### src/xo64ds_pkg.sv
// ----------------------------------------------------------------------------
// xo64ds_pkg
// Types and constants for the xoroshiro64** dual-stream seeder.
// ----------------------------------------------------------------------------
package xo64ds_pkg;

  localparam logic [31:0] XoMult       = 32'h9e3779bb;
  localparam logic [31:0] XoOutMult    = 32'd5;
  localparam int unsigned XoRotA       = 26;
  localparam int unsigned XoShiftB     = 9;
  localparam int unsigned XoRotC       = 13;
  localparam int unsigned XoRotScr     = 5;
  localparam int unsigned XoMaxRounds  = 4;
  localparam int unsigned XoRoundW     = $clog2(XoMaxRounds);

  typedef struct packed {
    logic [31:0] seed_word_low;
    logic [31:0] seed_word_high;
  } seed_t;

  typedef struct packed {
    logic [31:0] stream_one_s0;
    logic [31:0] stream_one_s1;
    logic [31:0] stream_two_s0;
    logic [31:0] stream_two_s1;
    logic        seed_rejected;
  } streams_t;

  typedef enum logic [3:0] {
    StIdle = 4'b0001,
    StMulA = 4'b0010,
    StMulB = 4'b0100,
    StOut  = 4'b1000
  } xo_state_e;

  function automatic logic [31:0] rotl32(input logic [31:0] v, input int unsigned k);
    logic [63:0] w;
    w = {v, v} << k;
    return w[63:32];
  endfunction

endpackage

### src/xoroshiro64_dual_stream_seeder_unit.sv
// ----------------------------------------------------------------------------
// xoroshiro64_dual_stream_seeder_unit
// Turns a 64-bit seed into two xoroshiro64** stream states.
// ----------------------------------------------------------------------------
// Usage:
//   The seed channel (seed_valid_i / seed_ready_o) takes one beat holding two
//   32-bit seed words. The streams channel (streams_valid_o / streams_ready_i)
//   returns one beat per seed with both stream states and a reject flag.
//   An all-zero seed returns the flag set and all state words zero, after
//   which the source should supply a fresh seed.
//   A nonzero seed runs generator rounds on one shared 32x32 multiplier,
//   two multiplies per generator step and two steps per round. One round
//   always suffices for a nonzero seed; a zero seed skips the rounds and
//   goes straight to the output state. The hardware bounds the round
//   count at four.
//   The block takes one seed at a time: seed_ready_o is high only while the
//   sequencer is idle. A finished result sits in an output register, so a
//   new seed may be taken while the previous result waits; if the receiver
//   is still stalling when the next result is ready, the sequencer holds it.
//   Reset empties the output register and returns the sequencer to idle.
// ----------------------------------------------------------------------------
module xoroshiro64_dual_stream_seeder_unit (
  input  logic              clk_i,
  input  logic              rst_ni,
  input  xo64ds_pkg::seed_t    seed_i,
  input  logic              seed_valid_i,
  output logic              seed_ready_o,
  output xo64ds_pkg::streams_t streams_o,
  output logic              streams_valid_o,
  input  logic              streams_ready_i
);
  import xo64ds_pkg::*;

  xo_state_e            state_q, state_d;
  logic [31:0]          s0_q, s1_q, p_q, o0_q, o1_q;
  logic                 second_q;
  logic [XoRoundW-1:0]  round_q;
  logic                 rej_q;
  streams_t             out_q;
  logic                 out_valid_q;

  logic [31:0] mul_a, mul_b, mul_y;
  logic [31:0] adv_t, adv_s0, adv_s1;
  logic        seed_acc, out_free, last_round;

  assign seed_ready_o    = (state_q == StIdle);
  assign seed_acc        = seed_valid_i && seed_ready_o;
  assign out_free        = !out_valid_q || streams_ready_i;
  assign streams_o       = out_q;
  assign streams_valid_o = out_valid_q;
  assign last_round      = (round_q == XoRoundW'(XoMaxRounds - 1));

  // The one multiplier: the constant multiply of the scrambler in the first
  // phase, the multiply by five of the rotated product in the second.
  always_comb begin
    if (state_q == StMulB) begin
      mul_a = rotl32(p_q, XoRotScr);
      mul_b = XoOutMult;
    end else begin
      mul_a = s0_q;
      mul_b = XoMult;
    end
    mul_y = mul_a * mul_b;
  end

  always_comb begin
    adv_t  = s0_q ^ s1_q;
    adv_s0 = rotl32(s0_q, XoRotA) ^ adv_t ^ (adv_t << XoShiftB);
    adv_s1 = rotl32(adv_t, XoRotC);
  end

  always_comb begin
    state_d = state_q;
    unique case (state_q)
      StIdle: begin
        if (seed_acc) begin
          if ((seed_i.seed_word_low | seed_i.seed_word_high) == 32'd0) begin
            state_d = StOut;
          end else begin
            state_d = StMulA;
          end
        end
      end
      StMulA: state_d = StMulB;
      StMulB: begin
        if (second_q && (((o0_q | mul_y) != 32'd0) || last_round)) begin
          state_d = StOut;
        end else begin
          state_d = StMulA;
        end
      end
      StOut: begin
        if (out_free) begin
          state_d = StIdle;
        end
      end
      default: state_d = StIdle;
    endcase
  end

  always_ff @(posedge clk_i or negedge rst_ni) begin
    if (!rst_ni) begin
      state_q     <= StIdle;
      out_valid_q <= 1'b0;
      second_q    <= 1'b0;
      round_q     <= '0;
    end else begin
      state_q <= state_d;
      if (state_q == StOut && out_free) begin
        out_valid_q <= 1'b1;
      end else if (streams_ready_i) begin
        out_valid_q <= 1'b0;
      end
      if (seed_acc) begin
        second_q <= 1'b0;
        round_q  <= '0;
      end else if (state_q == StMulB) begin
        second_q <= !second_q;
        if (second_q) begin
          round_q <= round_q + 1'b1;
        end
      end
    end
  end

  // Datapath registers carry no reset.
  always_ff @(posedge clk_i) begin
    if (seed_acc) begin
      o0_q <= 32'd0;
      o1_q <= 32'd0;
      if ((seed_i.seed_word_low | seed_i.seed_word_high) == 32'd0) begin
        // A rejected seed reports all state words as zero.
        s0_q  <= 32'd0;
        s1_q  <= 32'd0;
        rej_q <= 1'b1;
      end else begin
        s0_q  <= seed_i.seed_word_low;
        s1_q  <= seed_i.seed_word_high;
        rej_q <= 1'b0;
      end
    end
    if (state_q == StMulA) begin
      p_q <= mul_y;
    end
    if (state_q == StMulB) begin
      s0_q <= adv_s0;
      s1_q <= adv_s1;
      if (second_q) begin
        o1_q <= mul_y;
      end else begin
        o0_q <= mul_y;
      end
    end
    if (state_q == StOut && out_free) begin
      out_q.stream_one_s0 <= s0_q;
      out_q.stream_one_s1 <= s1_q;
      out_q.stream_two_s0 <= o0_q;
      out_q.stream_two_s1 <= o1_q;
      out_q.seed_rejected <= rej_q;
    end
  end

endmodule
### config.mk
export PLATFORM = sky130hd
export DESIGN_NAME = xoroshiro64_dual_stream_seeder_unit
export DESIGN_NICKNAME = d
export VERILOG_FILES = /design/src/xo64ds_pkg.sv /design/src/xoroshiro64_dual_stream_seeder_unit.sv
export SDC_FILE = /design/constraint.sdc
export NUM_CORES = 1
export LEC_CHECK = 0
export ABC_AREA = 1
export CAP_MARGIN = 5
export CORE_ASPECT_RATIO = 0.7
export CORE_MARGIN = 2
export CORE_UTILIZATION = 65
export CTS_CLUSTER_DIAMETER = 80
export CTS_CLUSTER_SIZE = 28
export DETAILED_ROUTE_END_ITERATION = 12
export DONT_BUFFER_PORTS = 1
export GPL_ROUTABILITY_DRIVEN = 0
export PLACE_DENSITY = 0.8
export SYNTH_ARGS = -nofsm -noshare
export SYNTH_HDL_FRONTEND = slang
export SYNTH_SLANG_ARGS = --single-unit
export TNS_END_PERCENT = 100
### constraint.sdc
create_clock -name clk_i -period 10 [get_ports clk_i]
set_input_delay 2 -clock clk_i [delete_from_list [all_inputs] [get_ports clk_i]]
set_output_delay 2 -clock clk_i [all_outputs]
set_load 0.02 [all_outputs]
==> impl_metrics.csv, run 1 <==
group,metric,value,unit
clock_tree,path_clk_slew,0.11,ns
yosys,synthCells,2266,
timing,finalSetupTns,0,ns
timing,final-max-slew-violation-count,0,
timing,fin_worst_skew,0.03270,ns
placement,buffer_ports.inserted,0,
setup_path,worst_r2r_startpoint,"state_q[0]",
yosys,synth_fp_nets,2771,
setup_path,reg2reg_to,"state_q[3]",
clock_tree,root_buffer,"sky130_fd_sc_hd__clkbuf_16",
clock_tree,tritoncts.num_buffers,15,
route,top_layer,"met4",
yosys,synthesis.area,0.02273,sq mm
yosys,post_synth_main_area_contributors,"sky130_fd_sc_hd__edfxtp_1 (30%), sky130_fd_sc_hd__fa_1 (24%), sky130_fd_sc_hd__ha_1 (9.1%)",
placement,hpwlAfterDp,52490,microns
yosys,async_flop_share,0.02685,
route,ant_nets,0,
route,routed_wirelength_normalized_by_instance_count,23.53,microns
job,maxCapViolations,0,
min_path,min_path_type,"reg2reg",
final_layout,filler_cell_count,2466,
final_layout,nNetsFinal,2772,
global_routing,grt_remaining_overflow,0,
route,met2_length,27690,microns
setup_path,cp_data_arrival_time,9.43,ns
floorplanning,fp.dieArea,0.03651,sq mm
timing,maxSlewHeadroom,0.1178,
route,detailedRoute.firstPassIterationCount,7,
yosys,yosys.area.top_type,"sky130_fd_sc_hd__edfxtp_1",
route,vias,16590,
timing,final_period_utilization,0.9025,
floorplanning,die_h,160.5,microns
setup_path,cp_max_fo,47,
clock_tree,cts_repair_resize_count,0,
yosys,synth_cell_type_count,47,
yosys,synth.ff_latch_count,298,
global_routing,first_pass_grt_wire_length,98090,microns
clock_tree,cts_max_level,1,
yosys,synth.yosys.seq_area_share,0.3638,
setup_path,worstSetupEndpoint,"state_q[3]",
setup_path,cp-start-kind,"register",
yosys,synth-main-ff-cell,"sky130_fd_sc_hd__edfxtp_1",
route,routed_wl,64690,microns
clock_tree,bufs_on_longest_clock_path,3,
yosys,synth_top_area_share,0.2986,
yosys,ys_warn_count,0,
global_routing,grt_max_degree,95,
route,detail_route.drc_violations,0,
floorplanning,design.core.area,0.03459,sq mm
global_routing,grt_use_total,0.3642,
route,drt-vias-per-instance,6.035,
route,routedLengthMet1,24330,microns
setup_path,critPathMaxStageDelay,0.60,ns
clock_tree,ctsHoldBuffers,0,
floorplanning,boundaryPins,199,
setup_path,timing.critical_path.required,10.40,ns
timing,final.min_clock_period,9.025,ns
clock_tree,postCtsSetupBuffers,0,
floorplanning,initial_utilization,0.6572,
clock_tree,clock_latency,0.52,ns
final_layout,drive_gt1_frac,0.04747,
setup_path,ff2ff_path_depth,36,
clock_tree,clock_sinks,298,
setup_path,setup.worst_path.end_class,"register",
setup_path,timing_worst_setup_path_type,"reg2reg",
timing,grt_setup_unrepaired,"no",
timing,hold_viol,0,
timing,transition_time_of_the_tightest_slew_check_pin,1.311,ns
setup_path,ff_to_ff_setup_slack,0.97,ns
global_routing,first_global_vias,16600,
yosys,synth_area_per_cell,10.03,sq um
floorplanning,num_rows,57,
setup_path,setup.worst_path.start,"state_q[0]",
final_layout,syn_to_final_growth,5.004,%
route,met3WireLength,9617,microns
setup_path,crit_path_top_delay_cell,"sky130_fd_sc_hd__dfstp_2",
run_status,status,"finished clean",
clock_tree,cts_tree,"yes",
min_path,hold_critical_path_depth,0,
global_routing,antenna_found_initial,1,
floorplanning,die_width,227.5,microns
route,number_of_design_rule_violations_left_by_the_first_detailed_router_iteration,2225,
timing,setup_viol_count_final,0,
yosys,number_of_enable_type_register_cells_in_the_synthesized_netlist,226,
timing,fmax,0.1108,GHz
## how the worst min path moves through the flow
stage / endpoint / slack (ns) / start
floorplan: streams_o[0] / 0.40 / rej_q
global placement: streams_o[20] / 0.41 / o1_q[19]
detailed placement: streams_o[30] / 0.42 / o1_q[29]
CTS: streams_o[17] / 0.44 / o1_q[16]
global route: streams_o[9] / 0.46 / o1_q[8]
finish: streams_o[17] / 0.44 / o1_q[16]
## metrics by stage
stage / hold slack [ns] / utilization / worst slack, ns / cell area [sq um] / std cells
floorplan: 0.4003 / - / 1.998 / 22730 / 2266
global placement: 0.4136 / 0.6761 / 1.554 / 23380 / 2722
detailed placement: 0.4206 / 0.6761 / 1.398 / 23380 / 2722
CTS: 0.4434 / 0.6899 / 1.314 / 23860 / 2747
global route: 0.4580 / 0.6899 / 0.7992 / 23860 / 2747
finish: 0.4394 / 0.6900 / 0.9749 / 23870 / 2749
## cells by family after synthesis
| family | after synthesis | share of synthesized area |
|---|---|---|
| and+or+nand+nor | 702 | 0.1328 |
| buffers and inverters | 541 | 0.08994 |
| adders and majority gates | 437 | 0.3300 |
| DFF | 298 | 0.3638 |
| AOI/OAI and AO/OA | 183 | 0.04343 |
| xor gates and xnor gates | 103 | 0.03969 |
| other | 2 | 0.0003304 |
## metal layers
metal,up-vias,GRT usage
met2,1226,0.5388
met5,-,0
met1,8044,0.4982
met3,229,0.1381
met4,0,0.1224
li1,7091,-
## Yosys cell counts (2+ instances only)
cell type	n
sky130_fd_sc_hd__a21oi_1	41
sky130_fd_sc_hd__a21oi_2	2
sky130_fd_sc_hd__a31oi_1	3
sky130_fd_sc_hd__and3_1	2
sky130_fd_sc_hd__buf_1	12
sky130_fd_sc_hd__buf_2	2
sky130_fd_sc_hd__clkbuf_1	29
sky130_fd_sc_hd__conb_1	2
sky130_fd_sc_hd__dfrtp_1	7
sky130_fd_sc_hd__dfxtp_1	64
sky130_fd_sc_hd__edfxtp_1	226
sky130_fd_sc_hd__fa_1	271
sky130_fd_sc_hd__ha_1	166
sky130_fd_sc_hd__inv_1	480
sky130_fd_sc_hd__inv_2	15
sky130_fd_sc_hd__nand2_1	353
sky130_fd_sc_hd__nand2_2	11
sky130_fd_sc_hd__nand2_4	4
sky130_fd_sc_hd__nand3_1	112
sky130_fd_sc_hd__nand3b_1	5
sky130_fd_sc_hd__nand4_1	13
sky130_fd_sc_hd__nor2_1	158
sky130_fd_sc_hd__nor2_2	3
sky130_fd_sc_hd__nor2_4	2
sky130_fd_sc_hd__nor3_1	2
sky130_fd_sc_hd__nor4_1	19
sky130_fd_sc_hd__o211ai_1	2
sky130_fd_sc_hd__o21ai_0	113
sky130_fd_sc_hd__o21ai_1	3
sky130_fd_sc_hd__o21ai_2	4
sky130_fd_sc_hd__o21bai_1	3
sky130_fd_sc_hd__o221ai_1	2
sky130_fd_sc_hd__o31ai_1	5
sky130_fd_sc_hd__or2_1	2
sky130_fd_sc_hd__or2_2	15
sky130_fd_sc_hd__xnor2_1	26
sky130_fd_sc_hd__xor2_1	77
## cells in the final DEF (no fill, tap or decap), types with 18 or more instances in the layout
cell and n:
sky130_fd_sc_hd__buf_4 28, sky130_fd_sc_hd__nand2_1 352, sky130_fd_sc_hd__edfxtp_1 226, sky130_fd_sc_hd__xor2_1 77
sky130_fd_sc_hd__o21ai_0 113, sky130_fd_sc_hd__nand3_1 112, sky130_fd_sc_hd__a21oi_1 41, sky130_fd_sc_hd__ha_1 166
sky130_fd_sc_hd__fa_1 271, sky130_fd_sc_hd__inv_1 480, sky130_fd_sc_hd__nor2_1 157, sky130_fd_sc_hd__dfxtp_1 64
sky130_fd_sc_hd__xnor2_1 26, sky130_fd_sc_hd__nor4_1 18
## state kept, by name (all words and copies together), names as in the netlist
| name | cells |
|---|---|
| o0_q | 32 |
| o1_q | 32 |
| p_q | 32 |
| rej_q | 1 |
| round_q | 2 |
| s0_q | 32 |
| s1_q | 32 |
| second_q | 1 |
| state_q | 4 |
| streams_o | 129 |
| streams_valid_o | 1 |
## worst max-delay path: cells and delay by family (launching register included)
kind	cells	cell delay (ns)
buffers and inverters	6	0.85
AOI/OAI and AO/OA	3	0.73
DFF	1	0.60
adders and majority gates	9	3.58
and+or+nand+nor	18	3.14
## layout make-up
type / instances / area [sq um] / share of cell area
clock buffers: 22 / 401.6 / 0.01683
multi-input cells: 1427 / 12430 / 0.5209
diodes: 2 / 5.005 / 0.0002097
well taps: 472 / 590.6 / 0.02474
clock inverters: 3 / 76.32 / 0.003198
flip-flops and latches: 298 / 8269 / 0.3465
repair buffers: 29 / 230.2 / 0.009646
inverters: 496 / 1862 / 0.07800
Power of run 1 is left out: the tool's default activity adds up to more than one toggle a clock period on the data nets, which glitch-free logic cannot reach.
==> inputs of run 2 (changes only) <==
PLACE_DENSITY = 0.81   (was 0.8)
==> impl_metrics.csv, run 2 (same netlist as run 1, synthesis figures left out) <==
group,metric,value,unit
placement,placed_cell_area,0.02337,sq mm
timing,transition_time_of_the_tightest_slew_check_pin,1.158,ns
final_layout,top_library_cells_by_usage_in_the_layout_fill_and_taps_aside,"sky130_fd_sc_hd__inv_1 (480), sky130_fd_sc_hd__nand2_1 (352), sky130_fd_sc_hd__fa_1 (271), sky130_fd_sc_hd__edfxtp_1 (226), sky130_fd_sc_hd__ha_1 (166)",
route,drt-vias-per-instance,6.051,
route,routed_wl,64450,microns
final_layout,nNetsFinal,2772,
global_routing,first_global_vias,16530,
setup_path,worst_r2r_startpoint,"state_q[0]",
route,routed_wirelength_normalized_by_instance_count,23.46,microns
placement,buffer_ports.inserted,0,
clock_tree,clock_latency,0.53,ns
floorplanning,boundaryPins,199,
final_layout,final_cell_area,0.02383,sq mm
job,maxCapViolations,0,
route,number_of_design_rule_violations_left_by_the_first_detailed_router_iteration,2187,
route,vias,16620,
timing,maxSlewHeadroom,0.2208,
timing,hold_viol,0,
clock_tree,bufs_on_longest_clock_path,3,
setup_path,cp_data_arrival_time,9.32,ns
global_routing,grt_remaining_overflow,0,
setup_path,timing.critical_path.max_delay_family,"adder cells",
setup_path,timing.critical_path.required,10.41,ns
clock_tree,cts_tree,"yes",
global_routing,grt_use_total,0.3639,
clock_tree,cts_max_level,1,
final_layout,final_common_cell,"sky130_fd_sc_hd__inv_1",
timing,fin_worst_skew,0.04357,ns
clock_tree,path_clk_slew,0.11,ns
placement,placement.setup.worst_slack,1.398,ns
setup_path,critical_path_most_common_cell,"sky130_fd_sc_hd__nor2_1",
setup_path,setup.worst_path.end_class,"register",
route,detailedRoute.firstPassIterationCount,8,
floorplanning,die_h,160.5,microns
clock_tree,cts_repair_resize_count,0,
timing,fmax,0.1121,GHz
setup_path,path_buf_inv,5,
final_layout,largest_register_ffs,129,
floorplanning,die_width,227.5,microns
setup_path,critPathMaxStageDelay,0.63,ns
min_path,holdCritStartpoint,"rej_q",
global_routing,first_pass_grt_wire_length,98110,microns
setup_path,timing_worst_setup_path_type,"reg2reg",
timing,final_period_utilization,0.8919,
floorplanning,design.core.area,0.03459,sq mm
route,ant_nets,0,
setup_path,setup.worst_path.start,"state_q[0]",
clock_tree,root_buffer,"sky130_fd_sc_hd__clkbuf_16",
floorplanning,initial_utilization,0.6572,
floorplanning,num_rows,57,
run_status,status,"finished clean",
final_layout,drive_gt1_frac,0.04747,
setup_path,cp_max_fo,45,
setup_path,crit_path_top_delay_cell,"sky130_fd_sc_hd__xor2_1",
route,detail_route.drc_violations,0,
timing,final.min_clock_period,8.919,ns
placement,hpwlAfterDp,52410,microns
clock_tree,postCtsSetupBuffers,0,
timing,finalSetupTns,0,ns
global_routing,grt_max_degree,97,
min_path,min_path_type,"reg2reg",
timing,grt_setup_unrepaired,"no",
final_layout,insertedDiodeCount,0,
final_layout,finish.utilization,0.6888,
setup_path,cp-start-kind,"register",
clock_tree,tritoncts.num_buffers,15,
clock_tree,ctsHoldBuffers,0,
final_layout,syn_to_final_growth,4.817,%
timing,setup_viol_count_final,0,
floorplanning,fp.dieArea,0.03651,sq mm
clock_tree,clock_sinks,298,
timing,post_layout_worst_setup_margin,1.081,ns
global_routing,antenna_found_initial,0,
timing,final-max-slew-violation-count,0,
## run 2: cell types whose count changed in the layout (fill, tap and decap cells not counted)
cell,delta
sky130_fd_sc_hd__clkinv_2,+1
sky130_fd_sc_hd__buf_4,+1
sky130_fd_sc_hd__diode_2,-2
sky130_fd_sc_hd__buf_12,-1
sky130_fd_sc_hd__bufinv_16,-1
## run 2: routing by layer
metal	global-route usage	part of all wire	vias up	wire length (microns)
met2	0.5225	0.42	1334	27010
met4	0.1334	0.048	0	3075
li1	-	-	7089	-
met5	0	0	-	0
met1	0.5088	0.38	7984	24210
met3	0.1365	0.16	216	10150
## run 2: final timing paths
kind,cells past startpoint,endpoint,slack (ns)
min in group asynchronous,0,state_q[2],1.16
max reg2reg,35,state_q[3],1.08
min reg2reg,0,streams_o[0],0.42
min,0,streams_o[0],0.42
max in group asynchronous,0,state_q[0],8.65
max,35,state_q[3],1.08
## run 2: layout make-up
type	instances	area (sq um)
multi-input combinational	1427	12430
fill	2429	10760
sequential	298	8269
inverter	496	1862
tap	472	590.6
clock buffer	22	401.6
timing repair buffer	29	217.7
clock inverter	3	51.30
## run 2: through the flow
stage          hold slack (ns)  instances
4_1_cts                 0.4183       2747
5_1_grt                 0.4200       2747
6_report                0.4155       2747
2_1_floorplan           0.4003       2266
3_5_place_dp            0.4062       2722
3_3_place_gp            0.4055       2722
## run 2: worst reg2reg max path: cells and delay by family (launching register included)
kind	cells	cell delay (ns)
buffers and inverters	5	0.74
adder cells (fa/ha/maj)	9	3.54
flip-flops	1	0.59
AO/OA/AOI/OAI	1	0.20
XOR/XNOR	1	0.63
AND/OR/NAND/NOR	19	3.13
Power of run 2 is left out for the same reason.
